`src/design/bhpq_pkg.sv`:
```
package bhpq_pkg;

    localparam int DEPTH      = 1024;
    localparam int KEY_WIDTH  = 32;
    localparam int DATA_WIDTH = 32;
    localparam int ADDR_WIDTH = $clog2(DEPTH + 1);
    localparam int CNT_WIDTH  = 11;
    localparam int QDEPTH     = 2;

    typedef enum logic [1:0]
    {
        OP_INSERT  = 2'd0,
        OP_EXTRACT = 2'd1,
        OP_PEEK    = 2'd2,
        OP_NONE    = 2'd3
    } op_t;

    typedef enum logic [1:0]
    {
        ST_OK    = 2'd0,
        ST_EMPTY = 2'd1,
        ST_FULL  = 2'd2,
        ST_RSVD  = 2'd3
    } status_t;

    typedef struct packed
    {
        op_t                   op;
        logic [KEY_WIDTH-1:0]  key;
        logic [DATA_WIDTH-1:0] payload;
    } cmd_t;

    typedef struct packed
    {
        logic [1:0]  status;
        logic [31:0] top_key;
        logic [31:0] top_payload;
        logic [10:0] entry_count;
    } res_t;

endpackage

```
`src/design/bhpq_if.sv`:
```
interface bhpq_cmd_if;
    logic        valid;
    logic        ready;
    logic [1:0]  operation;
    logic [31:0] key;
    logic [31:0] payload;
    modport source (output valid, operation, key, payload, input ready);
    modport sink (input valid, operation, key, payload, output ready);
endinterface


```
`src/design/bhpq_front.sv`:
```
module bhpq_front
(
    input  logic          clk,
    input  logic          rst_n,
    bhpq_cmd_if.sink      cmd,
    output bhpq_pkg::cmd_t q_data,
    output logic          q_valid,
    input  logic          q_pop
);
    import bhpq_pkg::*;

    cmd_t                  fifo_reg [QDEPTH];
    logic [1:0]            cnt_reg, cnt_next;
    logic                  rd_reg, wr_reg;
    logic                  push;

    assign cmd.ready = (cnt_reg < 2'(QDEPTH));
    assign push      = cmd.valid && cmd.ready;
    assign q_valid   = (cnt_reg != 2'd0);
    assign q_data    = fifo_reg[rd_reg];

    always_comb
    begin
        cnt_next = cnt_reg + {1'b0, push} - {1'b0, q_pop};
    end

    always_ff @(posedge clk or negedge rst_n)
    begin
        if (!rst_n)
        begin
            cnt_reg <= '0;
            rd_reg  <= 1'b0;
            wr_reg  <= 1'b0;
        end
        else
        begin
            cnt_reg <= cnt_next;
            if (push)
                wr_reg <= ~wr_reg;
            if (q_pop)
                rd_reg <= ~rd_reg;
        end
    end

    always_ff @(posedge clk)
    begin
        if (push)
        begin
            fifo_reg[wr_reg].op      <= op_t'(cmd.operation);
            fifo_reg[wr_reg].key     <= cmd.key;
            fifo_reg[wr_reg].payload <= cmd.payload;
        end
    end

endmodule

```
`src/flat_wrapper.sv`:
```
// flat-port wrapper written by rule: the top's interface ports become plain ports
module bhpq_front_flat import bhpq_pkg::*;
  (clk, rst_n, q_data, q_valid, q_pop, cmd_valid, cmd_operation, cmd_key, cmd_payload, cmd_ready);
  bhpq_cmd_if cmd_i ();
  input  logic clk;
  input  logic rst_n;
  output bhpq_pkg::cmd_t q_data;
  output logic q_valid;
  input  logic q_pop;
  input wire logic [$bits(cmd_i.valid)-1:0] cmd_valid;
  input wire logic [$bits(cmd_i.operation)-1:0] cmd_operation;
  input wire logic [$bits(cmd_i.key)-1:0] cmd_key;
  input wire logic [$bits(cmd_i.payload)-1:0] cmd_payload;
  output wire logic [$bits(cmd_i.ready)-1:0] cmd_ready;
  assign cmd_i.valid = cmd_valid;
  assign cmd_i.operation = cmd_operation;
  assign cmd_i.key = cmd_key;
  assign cmd_i.payload = cmd_payload;
  assign cmd_ready = cmd_i.ready;
  bhpq_front u_core (.clk(clk), .rst_n(rst_n), .cmd(cmd_i), .q_data(q_data), .q_valid(q_valid), .q_pop(q_pop));
endmodule
```
`config.mk`:
```
export PLATFORM = sky130hd
export DESIGN_NAME = bhpq_front_flat
export DESIGN_NICKNAME = d
export VERILOG_FILES = /design/src/design/bhpq_pkg.sv /design/src/design/bhpq_if.sv /design/src/design/bhpq_front.sv /design/src/flat_wrapper.sv
export SDC_FILE = /design/constraint.sdc
export NUM_CORES = 1
export LEC_CHECK = 0
export ABC_AREA = 1
export BUFFER_PORTS_ARGS = -buffer_cell sky130_fd_sc_hd__buf_2
export CAP_MARGIN = 20
export CORE_MARGIN = 2
export CORE_UTILIZATION = 40
export CTS_CLUSTER_SIZE = 14
export DETAILED_ROUTE_END_ITERATION = 6
export SLEW_MARGIN = 0
export SYNTH_ARGS = -nofsm -noshare
export SYNTH_HDL_FRONTEND = slang
export SYNTH_SLANG_ARGS = --single-unit
```
`constraint.sdc`:
```
create_clock -name clk -period 8.4 [get_ports clk]
set_clock_uncertainty 0.15 [all_clocks]
set_input_delay 0.84 -clock clk [delete_from_list [all_inputs] [get_ports clk]]
set_output_delay 0.84 -clock clk [all_outputs]
set_load 0.005 [all_outputs]
```
# == Word level (Yosys, flattened, before mapping) ==
# Memories as Yosys holds them, arrays and structs flattened.
# Cells that the tools add are included.
# W data, S select, Z words.
# totals
register_bits,4
latch_bits,0
ram_bits,132
rom_bits,0
input_bits,70
output_inout_bits,68
wordCells,13
n_memories,1
# memory_table
memory,words,word_bits,read_ports,rd_clocked_by_memory_dff,wr,line,rtl
u_core.fifo_reg,2,66,1,0,1,bhpq_front.sv:12,cmd_t fifo_reg [QDEPTH];
# op_classes
add_sub_neg,2
multipliers,0
div_mod_pow,0
magnitude_cmp,1
n_eq_ne,0
n_shift,0
mux,2
bitwise_logic,2
n_reduce_logical,2
# ops
op,n
$add A2 B1 Y2,1
$lt A2 B2 Y1 const B,1
$mux W1,2
$not A1 Y1,2
$reduce_bool A2 Y1,1
$sub A2 B1 Y2,1
$logic_and A1 B1 Y1,1

# == Logic depth before layout (Yosys ltp) ==
# Gate-level depths: netlist of the first run.
# depth
word_depth,4
ltp_mapped,7
mapped_depth_nobuf,7

# == Worst setup path before layout of the first run ==
# OpenSTA, ideal clock, no wires.
# synth_path
path_kind,input to register
from,input cmd_valid
to,"memory u_core.fifo_reg[0][0] (netlist name), enable pin"
setup_time_ps,491
arrival_ps,3724
t_required_ps,7759
path_slack_ps,4035
cell_stages,2
cell_sequence,nand2_1 nor2_1
# synth_between
elab_chain_cells,3
# synth_rtl
element,line,rtl
start: declaration,flat_wrapper.sv:10,input wire logic [$bits(cmd_i.valid)-1:0] cmd_valid;
$logic_and A1 B1 Y1,bhpq_front.sv:18,assign push = cmd.valid && cmd.ready;
$mux W1,bhpq_front.sv:47,if (push)
$mux W1 (not written as such),bhpq_front.sv:51,fifo_reg[wr_reg].payload <= cmd.payload;
end: declaration,bhpq_front.sv:12,
# Every way passes these cells.

==> results of run 1 <==
routing by layer:
layer | track usage | up-vias | share of wire
li1 | - | 1536 | -
met1 | 0.167 | 1348 | 0.45
met2 | 0.201 | 86 | 0.48
met3 | 0.0474 | 14 | 0.057
met4 | 0.0612 | 4 | 0.013
met5 | 0 | - | 0.0023
how the worst max path moves through the flow:
| stage | from | endpoint | slack, ns | cells past startpoint |
|---|---|---|---|---|
| 6_report | u_core.rd_reg | q_data[8] | 5.57 | 3 |
| 5_1_grt | u_core.rd_reg | q_data[8] | 5.37 | 4 |
| 4_1_cts | u_core.rd_reg | q_data[8] | 5.26 | 2 |
| 3_5_place_dp | cmd_valid | u_core.fifo_reg[1][21] | 5.37 | 4 |
| 3_3_place_gp | cmd_valid | u_core.fifo_reg[1][10] | 5.39 | 4 |
| 2_1_floorplan | cmd_valid | u_core.fifo_reg[0][0] | 4.04 | 2 |
metrics by stage:
| stage | worst slack, ns | instances | utilization | cell area, um^2 |
|---|---|---|---|---|
| 3_3_place_gp | 5.39 | 667 | 0.472 | 5930 |
| 4_1_cts | 5.26 | 699 | 0.517 | 6490 |
| 3_5_place_dp | 5.37 | 667 | 0.472 | 5930 |
| 5_1_grt | 5.37 | 700 | 0.519 | 6520 |
| 2_1_floorplan | 4.04 | 370 | - | 5120 |
| 6_report | 5.57 | 700 | 0.519 | 6520 |
power groups by stage:
| stage | sequential (mW) | combinational (mW) | clock, mW |
|---|---|---|---|
| 2_1_floorplan | 0.953 | 0.324 | 0 |
| 3_3_place_gp | 1.02 | 0.456 | 0 |
| 3_5_place_dp | 1.03 | 0.463 | 0 |
| 4_1_cts | 1.01 | 0.465 | 0.703 |
| 5_1_grt | 0.980 | 0.583 | 0.733 |
| 6_report | 0.962 | 0.511 | 0.688 |
worst max-delay path: cells and delay by family (launching register included):
kind / cells / cell delay [ns]
flip-flops: 1 / 0.65
AO/OA/AOI/OAI: 1 / 0.31
buffers and inverters: 2 / 0.46
area by class of cell:
| cell class | instances | area [um^2] | area share |
|---|---|---|---|
| sequential | 136 | 4070 | 0.624 |
| timing repair buffer | 140 | 728 | 0.112 |
| multi-input combinational | 148 | 679 | 0.104 |
| clock buffer | 17 | 425 | 0.0652 |
| inverter | 72 | 270 | 0.0414 |
| tap | 172 | 215 | 0.0330 |
| clock inverter | 15 | 135 | 0.0207 |
kinds of logic (layout without fill, tap and decap cells):
logic type      Yosys count  in the layout  synth area share
flops                   136            136             0.793
buf+inv                  86            244            0.0769
simple gates             78             78            0.0576
compound gates           66             66            0.0645
xor+xnor                  3              3           0.00513
fa+ha+maj                 1              1           0.00244
cell usage in the layout, fill, tap and decap left out:
cell,netlist,routed
dfrtp_4,0,1
o21ai_0,66,66
buf_2,0,137
ha_1,1,1
inv_6,0,1
nand2_1,73,73
buf_16,0,1
xor2_1,3,3
nor2_1,3,1
buf_4,1,2
clkinvlp_4,0,1
nor2_4,0,2
nand3_1,2,2
clkinv_1,0,3
clkbuf_16,0,17
clkinv_4,0,2
edfxtp_1,132,132
dfrtp_1,4,3
clkinv_2,0,6
bufinv_16,0,2
inv_1,72,72
==> flow_metrics.py, run 1 <==
metrics = {
    "clocking": {
        "clk-insertion-delay-late_ns": 0.39,
        "cts.sinks": 136,
        "postCtsSetupBuffers": 0,
        "numCtsBuffers": 17,
        "cts-htree-levels": 4,
        "cts-root-buf": "clkbuf_16",
        "cts.path.max_buffers": 2,
        "clk_pin_slew_worst_paths_ns": 0.06,
        "cts_resized": 0,
        "ctsHoldBuffers": 0,
        "cts_tree": "built",
    },
    "timing": {
        "finalHoldViolations": 0,
        "worst-slew-pin-transition_ns": 0.915,
        "relSlewSlack": 0.388,
        "fmax_ghz": 0.353,
        "setup_viol": 0,
        "fin_tns_setup_ns": 0,
        "period_share": 0.337,
        "fin_crit_ns": 2.83,
        "rsz0062_at_grt": "no",
        "maxSlewViolCount": 0,
        "timing.hold.ws_ns": 0.0962,
    },
    "drt": {
        "vias_per_cell": 4.27,
        "routed_wl_um": 8950,
        "wl_per_cell_um": 12.8,
        "num_vias": 2988,
        "drtIter0Drc": 109,
        "antenna_left": 0,
        "dr.pass1.iters": 4,
        "drc": 0,
    },
    "critical_path": {
        "r2r_setup_slack_ns": 5.86,
        "crit_path_max_incr_delay_ns": 0.65,
        "crit_path_start_kind": "flop",
        "r2r-start": "u_core.cnt_reg[1]",
        "path_max_fanout": 88,
        "reg2regPathDepth": 4,
        "cp.arrival_ns": 1.84,
        "r2r_end": "u_core.fifo_reg[1][14]",
        "crit_type": "reg -> out",
        "end_kind": "output pin",
        "crit_required_ns": 7.41,
        "critPathSlowestCell": "dfrtp_4",
        "crit_chain": "buf_16 -> o21ai_0 -> buf_2",
    },
    "yosys": {
        "yosysWarnings": 0,
        "yosysTopAreaCellShare": 0.774,
        "synth_area_um2": 5120,
        "synth_area_leaders": "edfxtp_1 (77%), o21ai_0 (6.4%), nand2_1 (5.3%)",
        "seq_area_frac_synth": 0.793,
        "synth_edf_count": 132,
        "syn_inst": 370,
        "syn-mean-instance-area_um2": 13.8,
        "syn_nets": 441,
        "synth_seq_cells": 136,
        "dominantRegCellSynth": "edfxtp_1",
        "ys_async_sr_fraction": 0.0294,
        "synth_cell_types": 13,
        "synthTopCellsByCount": "edfxtp_1 (132), nand2_1 (73), inv_1 (72)",
        "synth_area_leader_cell": "edfxtp_1",
        "synth_most_common_cell": "edfxtp_1",
    },
    "finish": {
        "largest_reg_flops": 132,
        "nFillCells": 1090,
        "area_delta_synth_final_pct": 27.3,
        "finalNetCount": 586,
        "insertedDiodeCount": 0,
        "final_layout_size_suffix_gt1_frac": 0.326,
    },
    "floorplanning": {
        "fp.dieArea_um2": 13700,
        "placementRows": 41,
        "io-pin-count": 138,
        "core_area_um2": 12600,
        "die_h_um": 117,
        "start_util": 0.408,
        "die_w_um": 117,
    },
    "grt": {
        "antenna_found_initial": 2,
        "grt_pass1_wl_um": 13200,
        "overflow": 0,
        "grt_start_max_net_pins": 134,
        "grt_usage": 0.131,
        "grt_pass1_vias": 2700,
    },
    "place": {
        "hpwl_um": 5770,
        "place.gp.congestion": 0.719,
        "io_buffers": 137,
    },
    "worst_hold_path": {
        "min_path_type": "in -> async",
    },
    "power": {
        "switching_share": 0.288,
        "p_int_mw": 1.54,
        "powerDensity_nw_per_um2": 331,
        "p_total_mw": 2.16,
        "peakVddDrop_mv": 0.208,
        "p_seq_frac": 0.445,
        "p_comb_frac": 0.237,
        "p_leak_nw": 2.78,
        "p_sw_mw": 0.622,
        "pwr-share-clk": 0.318,
    },
    "run": {
        "max_cap_viol_count": 0,
    },
    "outcome": {
        "status": "finished clean",
    },
}
No activity file was read; power rests on OpenSTA's default activity.
==> inputs of run 2 (changes only) <==
==> constraint.sdc (replaced) <==
create_clock -name clk -period 2.9 [get_ports clk]
set_clock_uncertainty 0.15 [all_clocks]
set_input_delay 0.29 -clock clk [delete_from_list [all_inputs] [get_ports clk]]
set_output_delay 0.29 -clock clk [all_outputs]
set_load 0.005 [all_outputs]
==> run 2 against run 1 <==
Against the previous run: clock power grew to 2.9 times the previous value; hold slack worse by 0.049 ns; register-to-register slack worse by 4.9 ns; sequential power grew to 2.9 times the previous value; cell count is 10% higher; total power grew to 2.9 times the previous value; non-clock buffer count is 72 higher; sequential cell count stayed put; global-route usage is 1.7 points higher; critical path type unchanged; largest cell class unchanged.
==> flow_metrics.py, run 2 (same netlist as run 1, synthesis figures left out) <==
metrics = {
    "outcome": {
        "status": "finished clean",
    },
    "critical_path": {
        "worstSetupEndpoint": "q_data[8]",
        "r2r_setup_slack_ns": 0.93,
        "path_max_fanout": 62,
        "r2r-start": "u_core.cnt_reg[1]",
        "crit_path_start_kind": "flop",
        "crit_type": "reg -> out",
        "crit_start": "u_core.rd_reg",
        "reg2regPathDepth": 4,
        "crit_required_ns": 2.46,
        "cp.arrival_ns": 1.91,
        "r2r_end": "u_core.fifo_reg[0][62]",
        "end_kind": "output pin",
    },
    "floorplanning": {
        "die_h_um": 117,
        "die_w_um": 117,
        "core_area_um2": 12600,
        "start_util": 0.408,
        "io-pin-count": 138,
        "placementRows": 41,
        "fp.dieArea_um2": 13700,
    },
    "grt": {
        "overflow": 0,
        "grt_usage": 0.148,
        "grt_pass1_vias": 3201,
        "grt_start_max_net_pins": 63,
        "antenna_found_initial": 0,
        "grt_pass1_wl_um": 14800,
    },
    "place": {
        "place_area_um2": 5970,
        "placed_cells": 672,
        "dp_slack_ns": 0.903,
        "place.gp.congestion": 0.670,
        "hpwl_um": 6050,
        "io_buffers": 137,
    },
    "clocking": {
        "cts_tree": "built",
        "cts-root-buf": "clkbuf_16",
        "cts_resized": 0,
        "clk_pin_slew_worst_paths_ns": 0.05,
        "cts-htree-levels": 4,
        "cts.sinks": 136,
        "ctsHoldBuffers": 68,
        "postCtsSetupBuffers": 0,
        "clk-insertion-delay-late_ns": 0.41,
        "numCtsBuffers": 17,
        "cts.path.max_buffers": 2,
    },
    "timing": {
        "setup_viol": 0,
        "relSlewSlack": 0.543,
        "worst-slew-pin-transition_ns": 0.686,
        "maxSlewViolCount": 0,
        "fin_crit_ns": 2.35,
        "period_share": 0.812,
        "rsz0062_at_grt": "no",
        "fmax_ghz": 0.425,
        "setup_slack_ns": 0.546,
        "finalHoldViolations": 0,
        "timing.hold.ws_ns": 0.0471,
    },
    "run": {
        "max_cap_viol_count": 0,
    },
    "drt": {
        "num_vias": 3341,
        "routed_wl_um": 9880,
        "drc": 0,
        "vias_per_cell": 4.33,
        "wl_per_cell_um": 12.8,
        "antenna_left": 0,
        "dr.pass1.iters": 4,
        "drtIter0Drc": 133,
    },
    "finish": {
        "final_layout_size_suffix_gt1_frac": 0.285,
        "largest_reg_flops": 132,
        "final_cell_area_um2": 7200,
        "multi_input_area_um2": 679,
        "finalNetCount": 658,
        "stdcell_count": 772,
        "register_area_um2": 4070,
        "final_cell_mix": "buf_2 (137), edfxtp_1 (132), nand2_1 (73), inv_1 (72), dlygate4sd3_1 (68)",
        "insertedDiodeCount": 0,
        "final_common_cell": "buf_2",
        "nFillCells": 1075,
        "area_delta_synth_final_pct": 40.6,
    },
    "power": {
        "powerDensity_nw_per_um2": 881,
        "p_leak_nw": 3.07,
        "peakVddDrop_mv": 0.473,
        "p_total_mw": 6.34,
    },
    "worst_hold_path": {
        "min_path_type": "in -> reg",
    },
}
run 2: area by class of cell:
class                   count  share of cell area
clock buffers              28              0.0704
inverters                  72              0.0375
well taps                 172              0.0299
flip-flops and latches    136               0.565
multi-input cells         148              0.0943
repair buffers            212               0.197
clock inverters             4             0.00608
run 2: worst min-delay path by stage:
stage          startpoint           endpoint  slack (ns)  cells past startpoint
2_1_floorplan       rst_n  u_core.cnt_reg[0]       -0.16                      0
3_3_place_gp        rst_n  u_core.cnt_reg[1]       -0.05                      1
3_5_place_dp        rst_n  u_core.cnt_reg[1]       -0.05                      1
4_1_cts         cmd_valid  u_core.cnt_reg[1]        0.02                      4
5_1_grt         cmd_valid  u_core.cnt_reg[1]        0.05                      4
6_report        cmd_valid  u_core.cnt_reg[1]        0.05                      4
run 2: stage by stage:
stage / setup TNS [ns] / utilization
finish: 0 / 0.573
CTS: 0 / 0.573
detailed placement: 0 / 0.475
global placement: 0 / 0.475
floorplan: -7.51 / -
global route: 0 / 0.573
run 2: critical path, stage by stage, from the launching register on:
cell     delay [ns]
dfrtp_4        0.79
buf_4          0.35
nand2_1        0.07
o21ai_0        0.11
buf_2          0.17
run 2: report_power, final:
| group | switching, mW | leakage (nW) | total, mW | internal [mW] |
|---|---|---|---|---|
| Combinational | 0.895 | 1.53 | 1.54 | 0.649 |
| Sequential | 0.200 | 1.26 | 2.82 | 2.62 |
| Clock | 0.718 | 0.270 | 1.98 | 1.26 |
run 2: routing by layer:
| metal | share of wire | global-route usage | vias up | routed length [um] |
|---|---|---|---|---|
| li1 | - | - | 1678 | - |
| met1 | 0.42 | 0.169 | 1530 | 4180 |
| met2 | 0.49 | 0.241 | 109 | 4850 |
| met3 | 0.062 | 0.0592 | 24 | 613 |
| met4 | 0.025 | 0.0776 | 0 | 246 |
| met5 | 0 | 0 | - | 0 |
==> inputs of run 3 (changes only) <==
==> constraint.sdc (replaced) <==
create_clock -name clk -period 2.27 [get_ports clk]
set_clock_uncertainty 0.15 [all_clocks]
set_input_delay 0.227 -clock clk [delete_from_list [all_inputs] [get_ports clk]]
set_output_delay 0.227 -clock clk [all_outputs]
set_load 0.005 [all_outputs]
==> run 3 against run 2 <==
Against the previous run: die area is the same; utilization rose by 1.7 points; total power rose by 38%; hold slack better by 0.34 ns; register-to-register slack worse by 0.47 ns; clock power increased by 53%; critical path depth is 1 lower; combinational power up 43%; global-route usage increased by 0.40 points; critical path type unchanged; largest power group unchanged.
==> flow_metrics.py, run 3 (same netlist as run 1, synthesis figures left out) <==
metrics = {
    "outcome": {
        "status": "finished clean",
    },
    "grt": {
        "grt_start_max_net_pins": 57,
        "overflow": 0,
        "grt_pass1_vias": 3326,
        "grt_pass1_wl_um": 15300,
        "antenna_found_initial": 0,
        "grt_usage": 0.152,
    },
    "timing": {
        "setup_slack_ns": 0.236,
        "relSlewSlack": 0.768,
        "worst-slew-pin-transition_ns": 0.348,
        "fin_crit_ns": 2.03,
        "timing.hold.ws_ns": 0.385,
        "rsz0062_at_grt": "no",
        "finalHoldViolations": 0,
        "period_share": 0.896,
        "maxSlewViolCount": 0,
        "setup_viol": 0,
        "fmax_ghz": 0.492,
    },
    "power": {
        "peakVddDrop_mv": 0.657,
        "switching_share": 0.275,
        "p_int_mw": 6.34,
        "p_comb_frac": 0.251,
        "p_seq_frac": 0.404,
        "powerDensity_nw_per_um2": 1180,
        "pwr-share-clk": 0.345,
        "p_sw_mw": 2.41,
        "p_leak_nw": 3.15,
    },
    "finish": {
        "final_layout_size_suffix_gt1_frac": 0.295,
        "finalNetCount": 661,
        "final_cell_area_um2": 7420,
        "largest_reg_flops": 132,
        "final_common_cell": "buf_2",
        "area_delta_synth_final_pct": 44.8,
        "register_area_um2": 4070,
        "final_cell_mix": "buf_2 (137), edfxtp_1 (132), nand2_1 (73), inv_1 (72), dlygate4sd3_1 (70)",
        "multi_input_area_um2": 679,
        "insertedDiodeCount": 0,
        "stdcell_count": 775,
        "nFillCells": 984,
        "final_util": 0.590,
    },
    "floorplanning": {
        "io-pin-count": 138,
        "die_h_um": 117,
        "core_area_um2": 12600,
        "start_util": 0.408,
        "fp.dieArea_um2": 13700,
        "die_w_um": 117,
        "placementRows": 41,
    },
    "drt": {
        "dr.pass1.iters": 4,
        "drtIter0Drc": 190,
        "vias_per_cell": 4.37,
        "wl_per_cell_um": 13.0,
        "routed_wl_um": 10100,
        "drc": 0,
        "num_vias": 3388,
        "antenna_left": 0,
    },
    "critical_path": {
        "path_max_fanout": 29,
        "crit_type": "reg -> out",
        "end_kind": "output pin",
        "crit_required_ns": 1.89,
        "reg2regPathDepth": 4,
        "crit_path_start_kind": "flop",
        "cp.arrival_ns": 1.66,
    },
    "place": {
        "placed_cells": 672,
        "place.gp.congestion": 0.731,
        "hpwl_um": 6220,
        "dp_slack_ns": 0.495,
        "place_area_um2": 6030,
        "io_buffers": 137,
    },
    "clocking": {
        "cts-root-buf": "clkbuf_16",
        "numCtsBuffers": 17,
        "clk-insertion-delay-late_ns": 0.42,
        "cts-htree-levels": 4,
        "cts.path.max_buffers": 2,
        "cts.sinks": 136,
        "cts_tree": "built",
        "clk_pin_slew_worst_paths_ns": 0.05,
    },
    "worst_hold_path": {
        "min_path_type": "in -> reg",
        "hold-path-cell-count": 2,
    },
    "run": {
        "max_cap_viol_count": 0,
    },
}
-- run 3: cell types whose count changed in the layout (fill, tap and decap cells not counted) --
cell / change
buf_12: +5
buf_4: -5
bufinv_16: +5
clkbuf_1: -6
clkbuf_16: +1
clkbuf_8: -4
clkinv_2: +1
clkinvlp_4: +4
dlygate4sd3_1: +2
-- run 3: power by group through the flow --
stage	logic, mW	clock network [mW]	registers (mW)
3_5_place_dp	2.03	0	3.64
4_1_cts	2.13	3.08	3.59
5_1_grt	2.51	3.19	3.59
3_3_place_gp	1.99	0	3.61
6_report	2.20	3.02	3.53
2_1_floorplan	1.21	0	3.50
-- run 3: per-layer routing --
layer,share of wire,track usage
met5,0,0
met4,0.018,0.0729
met3,0.063,0.0623
met2,0.49,0.249
met1,0.43,0.174
-- run 3: area by class of cell --
| class | count | area share |
|---|---|---|
| clock buffer | 18 | 0.0579 |
| clock inverter | 14 | 0.0309 |
| inverter | 72 | 0.0364 |
| multi-input combinational | 148 | 0.0916 |
| sequential | 136 | 0.548 |
| tap | 172 | 0.0290 |
| timing repair buffer | 215 | 0.206 |
-- run 3: worst max-delay path, stage by stage, from the launching register on --
cell and delay, ns:
dfrtp_4 0.63, buf_4 0.23, o21ai_0 0.22, buf_2 0.16
-- run 3: final timing paths --
path / start / end / slack [ns]
setup / recovery: u_core.rd_reg / q_data[35] / 0.24
min in group asynchronous: rst_n / u_core.cnt_reg[1] / 0.56
max in group asynchronous: rst_n / u_core.rd_reg / 1.21
hold / removal: cmd_payload[12] / u_core.fifo_reg[0][12] / 0.39
setup reg to reg: u_core.cnt_reg[1] / u_core.fifo_reg[0][54] / 0.46
hold reg to reg: u_core.cnt_reg[1] / u_core.cnt_reg[1] / 0.46
-- run 3: per-stage QoR --
step                power (mW)  setup TNS [ns]
CTS                       8.81               0
global placement          5.61               0
finish                    8.75               0
detailed placement        5.66               0
global route              9.28               0
floorplan                 4.71          -90.67
-- run 3: repair_timing --
| item | 4_1_cts | 5_1_grt |
|---|---|---|
| endpoints found under the hold margin | 138 | 0 |
| setup endpoints to repair | 0 | 12 |
| setup buffers | 0 | 1 |
| hold buffers | 70 | 0 |
| resized for setup | 0 | 0 |
